==> src/hw/rtl/rgbc_pkg.sv <==
package rgbc_pkg;

   // Defaults for the top-level parameters.
   localparam int unsigned DEF_MAX_WIDTH      = 1024;
   localparam int unsigned DEF_COEF_FRAC_BITS = 8;

   // Fixed geometry of the kernel and of the fields.
   localparam int unsigned TAPS          = 9;
   localparam int unsigned PIX_BITS      = 24;
   localparam int unsigned ROW_BITS      = 16;
   localparam int unsigned COL_BITS      = 12;
   localparam int unsigned WIDTH_BITS    = 13;
   localparam int unsigned COEF_BITS     = 16;
   localparam int unsigned REQ_DATA_BITS = 24;
   localparam int unsigned RSP_DATA_BITS = 56;
   localparam int unsigned CSR_ADDR_BITS = 6;
   localparam int unsigned CSR_DATA_BITS = 64;

   // Register indexes of the configuration port.
   typedef enum logic [2:0] {
      REG_COEF_ROW0 = 3'd0,
      REG_COEF_ROW1 = 3'd1,
      REG_COEF_LAST = 3'd2,
      REG_WIDTH     = 3'd3,
      REG_HEIGHT    = 3'd4
   } reg_index_type;

   // Configuration as seen by the datapath.
   typedef struct packed {
      logic [TAPS-1:0][COEF_BITS-1:0] coef;
      logic [10:0]                    image_width;
      logic [15:0]                    image_height;
      logic                           restart;
   } cfg_type;

   // One input pixel after the window shift, with its position and geometry.
   typedef struct packed {
      logic [TAPS-1:0][PIX_BITS-1:0] win;
      logic [ROW_BITS-1:0]           row;
      logic [ROW_BITS-1:0]           height;
      logic [COL_BITS-1:0]           col;
      logic [WIDTH_BITS-1:0]         width;
   } item_type;

endpackage

==> src/hw/rtl/rgbc_csr.sv <==
module rgbc_csr (
   input  logic                               clock,
   input  logic                               reset,
   input  logic                               csr_psel,
   input  logic                               csr_penable,
   input  logic                               csr_pwrite,
   input  logic [rgbc_pkg::CSR_ADDR_BITS-1:0] csr_paddr,
   input  logic [rgbc_pkg::CSR_DATA_BITS-1:0] csr_pwdata,
   output logic [rgbc_pkg::CSR_DATA_BITS-1:0] csr_prdata,
   output logic                               csr_pready,
   output rgbc_pkg::cfg_type                  cfg
);
   import rgbc_pkg::*;

   logic [63:0] row0_ff, row0_in;
   logic [63:0] row1_ff, row1_in;
   logic [15:0] last_ff, last_in;
   logic [10:0] width_ff, width_in;
   logic [15:0] height_ff, height_in;
   logic        wr;
   logic [2:0]  idx;
   logic        geom_wr;

   assign csr_pready = 1'b1;
   assign wr         = csr_psel & csr_penable & csr_pwrite;
   assign idx        = csr_paddr[CSR_ADDR_BITS-1:3];

   // Register write decode.
   always_comb begin
      row0_in   = row0_ff;
      row1_in   = row1_ff;
      last_in   = last_ff;
      width_in  = width_ff;
      height_in = height_ff;
      geom_wr   = 1'b0;
      if (wr) begin
         unique case (idx)
            REG_COEF_ROW0: row0_in = csr_pwdata;
            REG_COEF_ROW1: row1_in = csr_pwdata;
            REG_COEF_LAST: last_in = csr_pwdata[15:0];
            REG_WIDTH: begin
               width_in = csr_pwdata[10:0];
               geom_wr  = 1'b1;
            end
            REG_HEIGHT: begin
               height_in = csr_pwdata[15:0];
               geom_wr   = 1'b1;
            end
            default: ;
         endcase
      end
   end

   always_ff @(posedge clock) begin
      if (reset) begin
         row0_ff   <= 64'd0;
         row1_ff   <= 64'd256;
         last_ff   <= 16'd0;
         width_ff  <= 11'd640;
         height_ff <= 16'd480;
      end else begin
         row0_ff   <= row0_in;
         row1_ff   <= row1_in;
         last_ff   <= last_in;
         width_ff  <= width_in;
         height_ff <= height_in;
      end
   end

   // Read-back of the registers.
   always_comb begin
      unique case (idx)
         REG_COEF_ROW0: csr_prdata = row0_ff;
         REG_COEF_ROW1: csr_prdata = row1_ff;
         REG_COEF_LAST: csr_prdata = {48'd0, last_ff};
         REG_WIDTH:     csr_prdata = {53'd0, width_ff};
         REG_HEIGHT:    csr_prdata = {48'd0, height_ff};
         default:       csr_prdata = '0;
      endcase
   end

   // Coefficients in kernel raster order.
   always_comb begin
      for (int k = 0; k < 4; k++) begin
         cfg.coef[k]     = row0_ff[16*k +: 16];
         cfg.coef[k + 4] = row1_ff[16*k +: 16];
      end
      cfg.coef[8]      = last_ff;
      cfg.image_width  = width_ff;
      cfg.image_height = height_ff;
      cfg.restart      = geom_wr;
   end

endmodule

==> config.mk <==
export PLATFORM = sky130hd
export DESIGN_NAME = rgbc_csr
export DESIGN_NICKNAME = d
export VERILOG_FILES = /design/src/hw/rtl/rgbc_pkg.sv /design/src/hw/rtl/rgbc_csr.sv
export SDC_FILE = /design/constraint.sdc
export NUM_CORES = 1
export LEC_CHECK = 0
export BUFFER_PORTS_ARGS = -buffer_cell sky130_fd_sc_hd__buf_4
export CAP_MARGIN = 10
export CORE_ASPECT_RATIO = 1.25
export CORE_MARGIN = 1.5
export CORE_UTILIZATION = 30
export CTS_CLUSTER_DIAMETER = 60
export DETAILED_ROUTE_END_ITERATION = 8
export GPL_ROUTABILITY_DRIVEN = 0
export MAX_ROUTING_LAYER = met4
export PLACE_DENSITY = 0.66
export SLEW_MARGIN = 20
export SYNTH_ARGS = -nofsm -noshare
export SYNTH_HDL_FRONTEND = slang
export SYNTH_SLANG_ARGS = --single-unit
==> constraint.sdc <==
create_clock -name clock -period 1.8 [get_ports clock]
set_input_delay 0.36 -clock clock [delete_from_list [all_inputs] [get_ports clock]]
set_output_delay 0.36 -clock clock [all_outputs]
set_load 0.1 [all_outputs]
Word-level counts from Yosys, hierarchy flattened
Index checks and enable logic that the tools add are counted.
W data, S select, Z words.
- bitwise gates (word level): 2
- reduce and logical (&&, ||, !) cells: 7
- mux-type cells: 3
- equal/unequal tests: 4
- operator list (cell ; count):
    $pmux W64 S5 ; 1
    $reduce_and A2 Y1 ; 5
    $eq A3 B2 Y1 const B ; 2
    $eq A3 B1 Y1 const B ; 1
    $eq A3 B3 Y1 const B ; 1
    $logic_not A3 Y1 ; 1
    $and A1 B1 Y1 ; 2
    $mux W1 ; 2
    $reduce_or A2 Y1 ; 1
- word-level logic and storage cells: 21
- bits in registers: 171
- output and inout bits: 237
- input port bits: 75

Depth between registers and ports, before layout
- depth after elaboration: 4
- depth in mapped cells: 7
- depth with buffers taken out: 3

Worst setup path before layout
No wires, ideal clock.
- path type: reg-to-output
- from: register width_ff[0]
- to: output port csr_prdata[0] (netlist name)
- cell stages (with the launch flop): 4
- data arrival time: 2.837 ns
- buffers on the path: 0
- required time: 1.440 ns
- setup slack: -1.397 ns
- path through: dfxtp_1 > mux2_2 > a22oi_1 > o22ai_1
- longest elaborated chain between the ends: 1
- ends and longest elaborated chain (item ; RTL line ; text):
    start: declaration ; rgbc_csr.sv:18 ; logic [10:0] width_ff, width_in;
    start signal: assignment ; rgbc_csr.sv:65 ; width_ff <= width_in;
    $pmux W64 S5 ; rgbc_csr.sv:72 ; unique case (idx)
    end: declaration ; rgbc_csr.sv:9 ; output logic [rgbc_pkg::CSR_DATA_BITS-1:0] csr_prdata,
Every way passes these cells.

Worst setup path after layout
- from: register last_ff[1]
- to: output port csr_prdata[1] (netlist name)
- longest elaborated chain between the ends: 1
- ends and longest elaborated chain (item ; RTL line ; text):
    start: declaration ; rgbc_csr.sv:17 ; logic [15:0] last_ff, last_in;
    start signal: assignment ; rgbc_csr.sv:64 ; last_ff <= last_in;
    $pmux W64 S5 ; rgbc_csr.sv:72 ;
Every way passes these cells.

==> key figures <==
Timing
  • Final min period: 1900 ps
  • Final period util: 1.06
  • Clock skew: 0 ps
  • Setup violators final: 60
  • Setup ws final: -103 ps
  • Max Slew Vio Count: 0
  • Max Fclk: 0.525 GHz
  • Final Hold Fails: 0
  • RSZ-0062 raised after global routing: yes
  • Setup TNS: -3920 ps
  • Hold WS: 203 ps

Clock tree
  • # H-tree levels: 4
  • Hold Buf Count CTS: 0
  • CTS Root Cell: clkbuf_16
  • Num Clock Sinks: 171
  • Clock slew at reported path FFs: 70 ps
  • CTS tree: yes
  • Clock buffer depth: 2
  • Number of CTS-inserted buffers: 17
  • Clock Latency Late Sink: 430 ps

Setup path
  • Slowest cell delay on critical path: 340 ps
  • CP arrival: 1540 ps
  • Cell family with most CP delay: flip-flops
  • Crit Path Class: flip-flop to primary output
  • Slowest-stage cell, CP: dfxtp_4
  • R2R setup slack: 1060 ps
  • Crit path max fanout: 2
  • Data required, critical path: 1440 ps
  • WP buf/inv: 1
  • Crit path capture type: primary output
  • CP startpoint kind: flip-flop
  • Crit path cell chain: mux2_4 > a22oi_2 > o22ai_4 > buf_12

Die
  • Core box area: 26,100 µm²
  • Site Rows: 66
  • Initial Util: 0.306
  • Die width: 149 µm
  • Die Y: 185 µm
  • Die area: 27,600 µm²
  • I/O Pins: 312

Routing
  • Via count: 7,107
  • Drt wl/cell: 19.4 µm
  • Iter 0 DRT Violations: 233
  • DR vias/cell: 4.85
  • Number of iterations in the first detailed-routing pass: 4
  • Wirelength, routed: 28.5 mm
  • DRC: 0
  • ANT nets after route: 0

Pwr
  • Clock power frac: 0.426
  • Overall power: 8.70 mW
  • Leak Pwr: 6.30 nW
  • Seq pwr share: 0.435
  • Pint: 6.33 mW
  • Max rail drop VDD: 0.564 mV
  • Logic pwr share: 0.138
  • Sw Share: 0.272
  • Total power divided by cell area: 631 nW/µm²
  • P_sw: 2.37 mW

GRT
  • Gr usage total: 0.202
  • Initial antenna violation count: 0
  • Largest net degree at the start of global routing: 122
  • Gr busiest metal: met2
  • Total grt overflow: 0
  • Grt met2 use: 0.344
  • Met3 GRT Util: 0.0345
  • Vias in the first global route: 7,221
  • First-pass GRT wire length: 41.2 mm
  • Met1 usage: 0.235

Synthesis
  • Ys async rst share: 0
  • Yosys top cell area share: 0.429
  • Dominant synthesized flop cell: dfxtp_1
  • Yosys cell types: 28
  • Seq/Total Area, Yosys: 0.429
  • Mean post-synth cell area: 10.1 µm²
  • Syn Nets: 861
  • Post-synth EDFFs: 0
  • Top cells by area, synth: dfxtp_1 43%, mux2i_1 22%, nand2b_1 18%, a22o_1 5.3%, a22oi_1 1.9%
  • Synth Cell Area: 7970 µm²
  • Register bit total from synthesis: 171
  • Yosys Warn Count: 0
  • Dominant cell type by area after synthesis: dfxtp_1
  • Syn Inst Count: 786

Cells and area
  • Final instance area: 13,800 µm²
  • FF+latch area: 3600 µm²
  • Filler cells: 2,265
  • Area taken by multi-input logic gates: 5030 µm²
  • Share of cells above drive strength 1: 0.518
  • P&R area growth vs syn: 73.0%
  • Layout Nets: 1,188
  • N_diodes: 0
  • Most frequent cells in the layout: 264 x buf_4, 228 x nand2b_1, 176 x mux2i_1
  • Most common cell after layout, fill and taps aside: buf_4

Placed design
  • Placed cell area: 11,700 µm²
  • Port Buf Inserts: 307
  • Dpl hpwl: 17.8 mm

Hold path
  • HP Class: input pin to flip-flop

Status
  • Failing checks: setup timing
  • Run status: complete, but fails checks

Flow run
  • Max_cap viols: 0
==> through the flow <==
| stage | utilization | worst slack, ps | std cells |
|---|---|---|---|
| global placement | 0.447 | -221 | 1404 |
| global route | 0.528 | -181 | 1466 |
| detailed placement | 0.447 | -224 | 1404 |
| finish | 0.528 | -103 | 1466 |
| CTS | 0.519 | -125 | 1457 |
| floorplan | - | -751 | 786 |
==> cells by family (layout without fill, tap and decap cells) <==
group           after synthesis  after routing  share of synthesized area
simple gates                271            271                      0.206
mux                         187            187                      0.237
flops                       171            171                      0.429
compound gates               86             86                     0.0863
buf+inv                      70            410                     0.0417
other cells                   1              1                   0.000470
==> synthesized netlist by cell type (2+ instances only) <==
cell type / number
buf_4: 8
mux2_2: 11
dfxtp_1: 171
a22o_1: 48
mux2i_1: 176
nand3_1: 8
buf_6: 2
o22ai_1: 11
clkbuf_1: 38
nand2_1: 7
a22oi_1: 20
nor2b_1: 3
buf_2: 20
and3_1: 3
o211ai_1: 5
nand2b_1: 229
nor2_1: 15
==> per-layer routing <==
layer  vias to the layer above  wire length, µm
met2                       267            14500
met5                         -                0
met1                      3413            11800
met4                         0              703
met3                        42             1450
li1                       3385                -
==> path summary, 6_finish.rpt <==
| path | from | to | depth (start not counted) |
|---|---|---|---|
| worst max-delay path | last_ff[1]$_SDFFE_PP0P_ | csr_prdata[1] | 4 |
| worst min-delay path | csr_pwdata[9] | width_ff[9]$_SDFFE_PP1P_ | 3 |
| worst max register to register | row1_ff[22]$_SDFFE_PP0P_ | row1_ff[22]$_SDFFE_PP0P_ | 2 |
| worst min register to register | height_ff[1]$_SDFFE_PP0P_ | height_ff[1]$_SDFFE_PP0P_ | 2 |
==> power groups by stage <==
| stage | registers [mW] | logic (mW) | clock network (mW) |
|---|---|---|---|
| after global placement | 3.87 | 0.999 | 0 |
| after floorplan | 4.07 | 0.490 | 0 |
| after global routing | 3.79 | 1.25 | 3.96 |
| final | 3.79 | 1.20 | 3.71 |
| after CTS | 3.79 | 1.15 | 3.80 |
| after detailed placement | 3.87 | 1.01 | 0 |
==> layout make-up <==
cell class / count / share of cell area
repair buffers: 377 / 0.300
clock inverters: 9 / 0.00490
inverters: 1 / 0.000544
clock buffers: 23 / 0.0378
flip-flops and latches: 171 / 0.261
multi-input cells: 545 / 0.364
well taps: 340 / 0.0308
==> sequential cells by signal (all words and copies together), names as in the netlist <==
register and count:
last_ff 16, width_ff 11, height_ff 16, row0_ff 64
row1_ff 64
==> repair_timing <==
item / 4_1_cts / 5_1_grt
gates resized for setup: 231 / 26
setup endpoints to repair: 65 / 65
setup buffers: 13 / 3
cloned: 8 / 8
pin swaps: 14 / 24
==> worst min-delay path, delay by kind of cell <==
kind                   cells  cell delay [ps]
buffers and inverters      1               90
multiplexers               1              110
AND/OR/NAND/NOR            1               40
(Power assumes the default switching activity.)
